## src/i2cm_pkg.sv

```systemverilog
`timescale 1ns / 1ps
// ----------------------------------------------------------------------------
// I2C master register access: shared definitions
// Action codes, sequence segment kinds, byte sources, the write and read
// programs, and the result beat carried to the output stages.
// ----------------------------------------------------------------------------
package i2cm_pkg;

	// action codes of an input beat
	localparam logic [1:0] ACT_TICK  = 2'd0;
	localparam logic [1:0] ACT_WRITE = 2'd1;
	localparam logic [1:0] ACT_READ  = 2'd2;

	// configuration port
	localparam int unsigned PADDR_W = 2;
	localparam int unsigned PDATA_W = 32;
	localparam logic [PADDR_W-1:0] REG_DEVICE_ADDRESS = 2'd0;

	// last program index of each transaction kind
	localparam logic [3:0] WRITE_LAST_SEG = 4'd7;
	localparam logic [3:0] READ_LAST_SEG  = 4'd10;

	typedef enum logic [2:0] {
		SEG_START,
		SEG_BYTE,
		SEG_ACK,
		SEG_RECV,
		SEG_NACK,
		SEG_STOP
	} seg_kind_t;

	typedef enum logic [1:0] {
		SRC_ADDR_W,
		SRC_REG,
		SRC_DATA,
		SRC_ADDR_R
	} byte_src_t;

	typedef struct packed {
		seg_kind_t kind;
		byte_src_t src;
	} seg_entry_t;

	typedef struct packed {
		logic       scl_level;
		logic       sda_level;
		logic       busy_res;
		logic       done_res;
		logic [7:0] read_data;
	} result_t;

	function automatic logic [4:0] seg_len(input seg_kind_t kind);
		logic [4:0] len;
		unique case (kind)
			SEG_START: len = 5'd4;
			SEG_BYTE:  len = 5'd24;
			SEG_ACK:   len = 5'd4;
			SEG_RECV:  len = 5'd25;
			SEG_NACK:  len = 5'd3;
			SEG_STOP:  len = 5'd3;
			default:   len = 5'd3;
		endcase
		return len;
	endfunction

	function automatic seg_entry_t prog_entry(input logic is_read, input logic [3:0] idx);
		seg_entry_t e;
		e = '{kind: SEG_STOP, src: SRC_ADDR_W};
		if (is_read) begin
			unique case (idx)
				4'd0:    e = '{kind: SEG_START, src: SRC_ADDR_W};
				4'd1:    e = '{kind: SEG_BYTE,  src: SRC_ADDR_W};
				4'd2:    e = '{kind: SEG_ACK,   src: SRC_ADDR_W};
				4'd3:    e = '{kind: SEG_BYTE,  src: SRC_REG};
				4'd4:    e = '{kind: SEG_ACK,   src: SRC_ADDR_W};
				4'd5:    e = '{kind: SEG_START, src: SRC_ADDR_W};
				4'd6:    e = '{kind: SEG_BYTE,  src: SRC_ADDR_R};
				4'd7:    e = '{kind: SEG_ACK,   src: SRC_ADDR_W};
				4'd8:    e = '{kind: SEG_RECV,  src: SRC_ADDR_W};
				4'd9:    e = '{kind: SEG_NACK,  src: SRC_ADDR_W};
				default: e = '{kind: SEG_STOP,  src: SRC_ADDR_W};
			endcase
		end else begin
			unique case (idx)
				4'd0:    e = '{kind: SEG_START, src: SRC_ADDR_W};
				4'd1:    e = '{kind: SEG_BYTE,  src: SRC_ADDR_W};
				4'd2:    e = '{kind: SEG_ACK,   src: SRC_ADDR_W};
				4'd3:    e = '{kind: SEG_BYTE,  src: SRC_REG};
				4'd4:    e = '{kind: SEG_ACK,   src: SRC_ADDR_W};
				4'd5:    e = '{kind: SEG_BYTE,  src: SRC_DATA};
				4'd6:    e = '{kind: SEG_ACK,   src: SRC_ADDR_W};
				default: e = '{kind: SEG_STOP,  src: SRC_ADDR_W};
			endcase
		end
		return e;
	endfunction

endpackage

```

## src/i2cm_seq.sv

```systemverilog
`timescale 1ns / 1ps
// ----------------------------------------------------------------------------
// I2C master sequencer
// Holds the transaction state and performs at most one line operation per tick;
// gives the result beat for the beat being accepted.
// ----------------------------------------------------------------------------
module i2cm_seq import i2cm_pkg::*; (
	input  logic       clk,
	input  logic       arst_n,
	input  logic       step_en,
	input  logic [1:0] action,
	input  logic [7:0] reg_address,
	input  logic [7:0] write_data,
	input  logic       sda_in,
	input  logic [6:0] device_address,
	output result_t    result
);

	logic [3:0] seg_idx_q, seg_idx_d;
	logic [4:0] off_q, off_d;
	logic [1:0] phase_q, phase_d;
	logic [2:0] bit_q, bit_d;
	logic       is_read_q, is_read_d;
	logic       busy_q, busy_d;
	logic [7:0] held_reg_q, held_reg_d;
	logic [7:0] held_data_q, held_data_d;
	logic [7:0] rx_q, rx_d;
	logic       scl_q, scl_d;
	logic       sda_q, sda_d;
	logic       done;

	seg_entry_t seg;
	logic [7:0] tx_byte;
	logic       seg_end;
	logic       adv_phase;

	always_comb begin
		seg = prog_entry(is_read_q, seg_idx_q);
		unique case (seg.src)
			SRC_ADDR_W: tx_byte = {device_address, 1'b0};
			SRC_REG:    tx_byte = held_reg_q;
			SRC_DATA:   tx_byte = held_data_q;
			SRC_ADDR_R: tx_byte = {device_address, 1'b1};
			default:    tx_byte = held_reg_q;
		endcase
		seg_end   = (off_q == seg_len(seg.kind) - 5'd1);
		// receive phases start one step late, after the SDA release
		adv_phase = (seg.kind == SEG_BYTE) || (seg.kind == SEG_RECV && off_q != 5'd0);
	end

	always_comb begin
		seg_idx_d   = seg_idx_q;
		off_d       = off_q;
		phase_d     = phase_q;
		bit_d       = bit_q;
		is_read_d   = is_read_q;
		busy_d      = busy_q;
		held_reg_d  = held_reg_q;
		held_data_d = held_data_q;
		rx_d        = rx_q;
		scl_d       = scl_q;
		sda_d       = sda_q;
		done        = 1'b0;
		if (step_en) begin
			priority if (action == ACT_TICK) begin
				if (busy_q) begin
					unique case (seg.kind)
						SEG_START: begin
							unique case (off_q[1:0])
								2'd0:    sda_d = 1'b1;
								2'd1:    scl_d = 1'b1;
								2'd2:    sda_d = 1'b0;
								default: scl_d = 1'b0;
							endcase
						end
						SEG_BYTE: begin
							unique case (phase_q)
								2'd0:    sda_d = tx_byte[3'd7 - bit_q];
								2'd1:    scl_d = 1'b1;
								default: scl_d = 1'b0;
							endcase
						end
						SEG_ACK: begin
							unique case (off_q[1:0])
								2'd0:    sda_d = 1'b1;
								2'd1:    scl_d = 1'b1;
								2'd3:    scl_d = 1'b0;
								default: ;
							endcase
						end
						SEG_RECV: begin
							if (off_q == 5'd0) begin
								sda_d = 1'b1;
							end else begin
								unique case (phase_q)
									2'd0:    scl_d = 1'b1;
									2'd1:    rx_d[3'd7 - bit_q] = sda_in;
									default: scl_d = 1'b0;
								endcase
							end
						end
						SEG_NACK: begin
							unique case (off_q[1:0])
								2'd0:    sda_d = 1'b1;
								2'd1:    scl_d = 1'b1;
								default: scl_d = 1'b0;
							endcase
						end
						default: begin
							unique case (off_q[1:0])
								2'd0:    sda_d = 1'b0;
								2'd1:    scl_d = 1'b1;
								default: sda_d = 1'b1;
							endcase
						end
					endcase

					if (seg_end) begin
						off_d   = 5'd0;
						phase_d = 2'd0;
						bit_d   = 3'd0;
						if (seg_idx_q == (is_read_q ? READ_LAST_SEG : WRITE_LAST_SEG)) begin
							seg_idx_d = 4'd0;
							busy_d    = 1'b0;
							done      = 1'b1;
						end else begin
							seg_idx_d = seg_idx_q + 4'd1;
						end
					end else begin
						off_d = off_q + 5'd1;
						if (adv_phase) begin
							if (phase_q == 2'd2) begin
								phase_d = 2'd0;
								bit_d   = bit_q + 3'd1;
							end else begin
								phase_d = phase_q + 2'd1;
							end
						end
					end
				end
			end else if (action == ACT_WRITE || action == ACT_READ) begin
				if (!busy_q) begin
					held_reg_d = reg_address;
					if (action == ACT_WRITE) begin
						held_data_d = write_data;
					end
					is_read_d = (action == ACT_READ);
					busy_d    = 1'b1;
					seg_idx_d = 4'd0;
					off_d     = 5'd0;
					phase_d   = 2'd0;
					bit_d     = 3'd0;
				end
			end else begin
				// unused action code: drop the beat
			end
		end
	end

	always_ff @(posedge clk or negedge arst_n) begin
		if (!arst_n) begin
			seg_idx_q   <= '0;
			off_q       <= '0;
			phase_q     <= '0;
			bit_q       <= '0;
			is_read_q   <= 1'b0;
			busy_q      <= 1'b0;
			held_reg_q  <= '0;
			held_data_q <= '0;
			rx_q        <= '0;
			scl_q       <= 1'b1;
			sda_q       <= 1'b1;
		end else begin
			seg_idx_q   <= seg_idx_d;
			off_q       <= off_d;
			phase_q     <= phase_d;
			bit_q       <= bit_d;
			is_read_q   <= is_read_d;
			busy_q      <= busy_d;
			held_reg_q  <= held_reg_d;
			held_data_q <= held_data_d;
			rx_q        <= rx_d;
			scl_q       <= scl_d;
			sda_q       <= sda_d;
		end
	end

	assign result = '{scl_level: scl_d, sda_level: sda_d, busy_res: busy_d,
		done_res: done, read_data: rx_d};

endmodule

```

## src/i2c_master_register_access.sv

```systemverilog
`timescale 1ns / 1ps
// ----------------------------------------------------------------------------
// I2C master register access
// Single-register I2C writes and reads, stepped one line operation per tick.
// ----------------------------------------------------------------------------
// Usage:
//   Input channel (in_valid / in_stall): each beat carries an action. A write
//   or read command latches reg_address (and write_data for a write) and
//   starts a transaction when idle; commands while busy are dropped. Each
//   tick beat then performs at most one line operation: drive SDA, drive SCL, or
//   sample sda_in. A write takes 91 ticks, a read 123 ticks.
//   Output channel (out_valid / out_stall): exactly one result beat per
//   input beat, carrying the SCL/SDA drives, busy, done and the receive byte.
//   Each result is registered into the output register, or into the skid register while the output entry is held.
//   Throughput: one beat per cycle while in_stall is low; the sequencer advances in a single pass.
//   A two-entry output queue (output register plus skid register) decouples
//   the sides: in_stall rises only when both entries hold results, i.e. in the
//   cycle after a beat is accepted while the receiver stalls a waiting result.
//   APB port: device_address lies at byte address 0; it is read live by the
//   address bytes. pready is always high.
//   Reset: both lines released, idle, all held bytes and the address zero.
// ----------------------------------------------------------------------------
module i2c_master_register_access import i2cm_pkg::*; (
	input  logic               clk,
	input  logic               arst_n,
	// configuration port
	input  logic               psel,
	input  logic               penable,
	input  logic               pwrite,
	input  logic [PADDR_W-1:0] paddr,
	input  logic [PDATA_W-1:0] pwdata,
	output logic [PDATA_W-1:0] prdata,
	output logic               pready,
	// input channel
	input  logic               in_valid,
	output logic               in_stall,
	input  logic [1:0]         action,
	input  logic [7:0]         reg_address,
	input  logic [7:0]         write_data,
	input  logic               sda_in,
	// output channel
	output logic               out_valid,
	input  logic               out_stall,
	output logic               scl_level,
	output logic               sda_level,
	output logic               busy_res,
	output logic               done_res,
	output logic [7:0]         read_data
);

	logic [6:0] dev_addr_q;
	logic       cfg_wr;

	logic       in_acc;
	result_t    result;

	logic       out_valid_q;
	result_t    out_item_q;
	logic       skid_valid_q;
	result_t    skid_item_q;
	logic       out_take;

	// ---------------------------------------------------------------- APB
	assign pready = 1'b1;
	assign cfg_wr = psel && penable && pwrite && (paddr == REG_DEVICE_ADDRESS);

	always_ff @(posedge clk or negedge arst_n) begin
		if (!arst_n) begin
			dev_addr_q <= '0;
		end else if (cfg_wr) begin
			dev_addr_q <= pwdata[6:0];
		end
	end

	// return the register on its address, zero elsewhere
	assign prdata = (paddr == REG_DEVICE_ADDRESS) ?
		{{(PDATA_W - 7){1'b0}}, dev_addr_q} : '0;

	// ---------------------------------------------------------- sequencer
	// the skid register is the only thing that can hold the input back
	assign in_stall = skid_valid_q;
	assign in_acc   = in_valid && !in_stall;

	i2cm_seq u_seq (
		.clk            (clk),
		.arst_n         (arst_n),
		.step_en        (in_acc),
		.action         (action),
		.reg_address    (reg_address),
		.write_data     (write_data),
		.sda_in         (sda_in),
		.device_address (dev_addr_q),
		.result         (result)
	);

	// ------------------------------------------------------- output queue
	assign out_take = out_valid_q && !out_stall;

	always_ff @(posedge clk or negedge arst_n) begin
		if (!arst_n) begin
			out_valid_q  <= 1'b0;
			skid_valid_q <= 1'b0;
		end else begin
			if (skid_valid_q) begin
				// drain the skid entry as soon as the output is taken
				if (out_take) begin
					skid_valid_q <= 1'b0;
				end
			end else if (in_acc) begin
				if (out_valid_q && !out_take) begin
					skid_valid_q <= 1'b1;
				end else begin
					out_valid_q <= 1'b1;
				end
			end else if (out_take) begin
				out_valid_q <= 1'b0;
			end
		end
	end

	// payload registers: load on the same conditions, no reset needed
	always_ff @(posedge clk) begin
		if (skid_valid_q) begin
			if (out_take) begin
				out_item_q <= skid_item_q;
			end
		end else if (in_acc) begin
			if (out_valid_q && !out_take) begin
				skid_item_q <= result;
			end else begin
				out_item_q <= result;
			end
		end
	end

	assign out_valid = out_valid_q;
	assign scl_level = out_item_q.scl_level;
	assign sda_level = out_item_q.sda_level;
	assign busy_res  = out_item_q.busy_res;
	assign done_res  = out_item_q.done_res;
	assign read_data = out_item_q.read_data;

	// --------------------------------------------------------- assertions
	a_skid_behind_out: assert property (@(posedge clk) disable iff (!arst_n)
		skid_valid_q |-> out_valid_q)
		else $error("skid entry held without an output entry");

	a_done_ends_busy: assert property (@(posedge clk) disable iff (!arst_n)
		(in_acc && result.done_res) |-> !result.busy_res)
		else $error("transaction completed while still busy");

	a_stalled_to_skid: assert property (@(posedge clk) disable iff (!arst_n)
		(in_acc && out_valid_q && out_stall) |=> skid_valid_q)
		else $error("beat accepted under stall was not held in the skid entry");

	a_stop_releases: assert property (@(posedge clk) disable iff (!arst_n)
		(in_acc && result.done_res) |-> (result.scl_level && result.sda_level))
		else $error("stop completed without both lines released");

endmodule

```

## config.mk

```make
export PLATFORM = sky130hd
export DESIGN_NAME = i2c_master_register_access
export DESIGN_NICKNAME = d
export VERILOG_FILES = /design/src/i2cm_pkg.sv /design/src/i2cm_seq.sv /design/src/i2c_master_register_access.sv
export SDC_FILE = /design/constraint.sdc
export NUM_CORES = 1
export LEC_CHECK = 0
export BUFFER_PORTS_ARGS = -buffer_cell sky130_fd_sc_hd__buf_2
export CAP_MARGIN = 5
export CELL_PAD_IN_SITES_DETAIL_PLACEMENT = 1
export CELL_PAD_IN_SITES_GLOBAL_PLACEMENT = 1
export CORE_MARGIN = 2
export CORE_UTILIZATION = 35
export DETAILED_ROUTE_END_ITERATION = 16
export PLACE_DENSITY_LB_ADDON = 0.1
export RECOVER_POWER = 100
export SLEW_MARGIN = 20
export SYNTH_ARGS = -nofsm -noshare
export SYNTH_HDL_FRONTEND = slang
export SYNTH_SLANG_ARGS = --single-unit
export TNS_END_PERCENT = 30
```

## constraint.sdc

```tcl
create_clock -name clk -period 4 [get_ports clk]
set_input_delay 0.2 -clock clk [delete_from_list [all_inputs] [get_ports clk]]
set_output_delay 0.2 -clock clk [all_outputs]
set_load 0.01 [all_outputs]
```

==> impl_results.md <==
* Status: finished, violations left
* Failing checks: capacitance limit, slew limit
* Number of enable flip-flop cells after synthesis at 24
* # setup viols final at 0
* Clock buffer depth at 2
* CP endpoint kind: register
* Routed via count at 3,185
* Fin Setup TNS at 0 ns
* Initial core utilization at 35.7%
* Area grow syn2layout at 13.3%
* FF-to-FF setup slack at 0.45 ns
* Global route total overflow at 0
* Slew Limit Headroom at -94.7%
* X dimension of the die at 115 um
* Max cap viols at 1
* I/O pins at 107
* Clk_lat worst skew at 0.34 ns
* Fillers at 1,365
* Post-route antenna net violation count at 0
* Die Span Y at 115 um
* RSZ-0062 raised after global routing: false
* Drt drc at 0
* Mapped Cells at 401
* Nets@finish at 533
* F_max at 281 MHz
* Largest net degree at the start of global routing at 52
* Placement row count at 40
* Minimum clock period at 3.55 ns
* GPL Wtd Cong at 0.801
* Critical path launch point type: register
* Final Power at 0.00313 W
* CTS Buf Count at 9
* Sequential Power Share at 40.4%
* Yosys warnings at 0
* Sw Pwr at 0.00120 W
* Worst Hold Class: primary input to register
* Post-synth cell types at 68
* Die area at 0.0132 sq mm
* Switching share of power at 38.3%
* Primary FF master, synth: dfrtp_1
* Hpwl dp at 7700 um
* Setup bufs post-CTS at 0
* Core Region at 0.0120 sq mm
* First-pass GRT wire length at 16,900 um
* Crit path max fanout at 9
* CP arrival at 3.65 ns
* Clock Pin Slew Worst Setup and Hold Paths at 0.06 ns
* Final Cycle Share at 88.8%
* PwrDens at 645 mW/mm^2
* Antenna Cells at 0
* Crit Path Category: register to register
* Synth Register Bits at 75
* Final hold viol count at 0
* Clock power share at 27.1%
* Sequential share of the synthesized area at 46.6%
* H-tree lvl count at 3
* Vias per cell at 5.23
* Buffers on Ports at 55
* Total routed wirelength at 10,400 um
* Drt wl/cell at 17.1 um
* Clock sinks at 75
* # hold bufs at CTS at 0
* Leak at 2.08 nW
* Drt pass-1 iters at 4
* Peak supply drop at 259 uV
* Initial DRC Count at 101
* Mean Syn Cell Area at 10.7 sq um
* Share of layout cells above drive strength 1 at 21.9%
* Gr usage total at 16.7%
* CTS root buffer: clkbuf_16
* # resized after CTS at 0
* Post-synth ARST share at 68.0%
* Initial antenna violation count at 0
* CTS tree: built
* Mapped Area at 0.00429 sq mm
* Int Pwr at 0.00193 W
* Slew Viols, Final at 52
* Max Clock Skew at 0.00730 ns
* Combinational fraction of design power at 32.5%
* Via count of the first global-routing pass at 3,186
* Slew @ Worst Pin at 2.92 ns
* Critical Path RT at 4.09 ns
## flip-flops by register name, indices dropped and copies added, names as in the netlist
register,count
skid_item_q,12
read_data,8
u_seq.held_data_q,8
u_seq.held_reg_q,8
u_seq.rx_q,8
dev_addr_q,7
u_seq.off_q,5
u_seq.seg_idx_q,4
u_seq.bit_q,3
u_seq.phase_q,2
busy_res,1
done_res,1
in_stall,1
out_valid,1
scl_level,1
sda_level,1
u_seq.busy_q,1
u_seq.is_read_q,1
u_seq.scl_q,1
u_seq.sda_q,1
## critical path, cell delays in order (launching register included)
cell and delay, ns:
dfrtp_1 0.50, inv_1 0.12, ha_1 0.33, and3_1 0.20
a211oi_1 0.54, o21ai_1 0.24, or4_4 0.57, nor2_1 0.16
mux2_1 0.38, mux2_2 0.28
## cell usage in the layout, fill, tap and decap left out, types with 6 or more instances in the layout
master | netlist | final
dfrtp_1 | 49 | 49
buf_2 | 4 | 35
mux2_2 | 37 | 33
nand2_1 | 29 | 29
conb_1 | 2 | 26
edfxtp_1 | 24 | 24
clkbuf_1 | 5 | 23
inv_1 | 21 | 22
a21oi_1 | 20 | 20
nor2_1 | 20 | 20
ha_1 | 16 | 16
o21ai_0 | 7 | 14
nand3_1 | 12 | 12
nor3_1 | 9 | 9
clkbuf_16 | 0 | 9
o21ai_1 | 15 | 8
a211oi_1 | 4 | 6
mux2_1 | 2 | 6
a2111oi_0 | 6 | 6
and2_1 | 7 | 6
## worst paths after layout
path	from	end	cells after the start
max	u_seq.seg_idx_q[0]	read_data[5]	9
min	pwdata[6]	dev_addr_q[6]	2
max reg2reg	u_seq.seg_idx_q[0]	read_data[5]	9
min reg2reg	u_seq.held_data_q[6]	u_seq.held_data_q[6]	1
max in group asynchronous	arst_n	dev_addr_q[0]	2
min in group asynchronous	arst_n	u_seq.off_q[4]	2
## Yosys cell counts (3+ instances only)
master | instances | share of area (%)
a211oi_1 | 4 | 0.70
clkbuf_1 | 5 | 0.44
and2_1 | 7 | 1.0
o22ai_1 | 5 | 0.73
a221oi_1 | 4 | 0.82
o21ai_1 | 15 | 1.8
a2111oi_0 | 6 | 1.2
a21oi_1 | 20 | 2.3
o21ai_0 | 7 | 0.82
inv_1 | 21 | 1.8
nand3_1 | 12 | 1.4
mux2_2 | 37 | 9.7
edfxtp_1 | 24 | 17
nor2b_1 | 5 | 0.73
o211ai_1 | 3 | 0.53
nor3_1 | 9 | 1.1
dfrtp_1 | 49 | 29
nor4_1 | 4 | 0.58
nand4_1 | 3 | 0.44
ha_1 | 16 | 4.7
buf_4 | 28 | 4.9
nand2_1 | 29 | 2.5
buf_2 | 4 | 0.47
and3_1 | 5 | 0.73
nor2_1 | 20 | 1.8
## logic make-up after synthesis
logic type                 after synthesis  share of synthesized area, %
AOI/OAI and AO/OA                       84                          13.3
other                                    2                         0.175
buffers and inverters                   60                          7.99
muxes                                   41                          10.7
DFF                                     75                          46.6
and+or+nand+nor                        123                          16.5
adders and majority gates               16                          4.67
## power by group through the flow
stage,logic (W),registers (W),clock network (W)
2_1_floorplan,0.000808,0.00121,0
3_3_place_gp,0.00103,0.00127,0
3_5_place_dp,0.00106,0.00128,0
4_1_cts,0.00107,0.00127,0.000875
5_1_grt,0.00116,0.00130,0.000906
6_report,0.00102,0.00127,0.000849
## final cells by class
type                            instances  area (sq um)  area share, %
Clock buffer                            9           225           4.63
Clock inverter                          7          82.6           1.70
Inverter                               22          82.6           1.70
Multi-Input combinational cell        290          2020           41.5
Sequential cell                        75          2000           41.1
Tap cell                              147           184           3.78
Timing Repair Buffer                   59           269           5.54
## per-stage QoR
stage	util (%)	hold WS (ns)	instances	area, sq um	worst slack, ns
after floorplan	-	-0.0956	425	4380	1.07
after global placement	38.4	0.376	593	4610	0.690
after detailed placement	38.4	0.386	593	4610	0.641
after CTS	40.9	0.00872	609	4920	0.631
after global routing	40.5	0.0769	609	4860	0.259
final	40.5	0.0845	609	4860	0.447
## per-layer routing
metal | share of wire (%) | track usage, % | vias up
met3 | 3.4 | 4.61 | 9
met1 | 48 | 22.4 | 1585
met2 | 48 | 26.8 | 56
li1 | - | - | 1535
met5 | 0 | 0 | -
met4 | 1.2 | 4.58 | 0
Power figures use the tool's default switching activity.
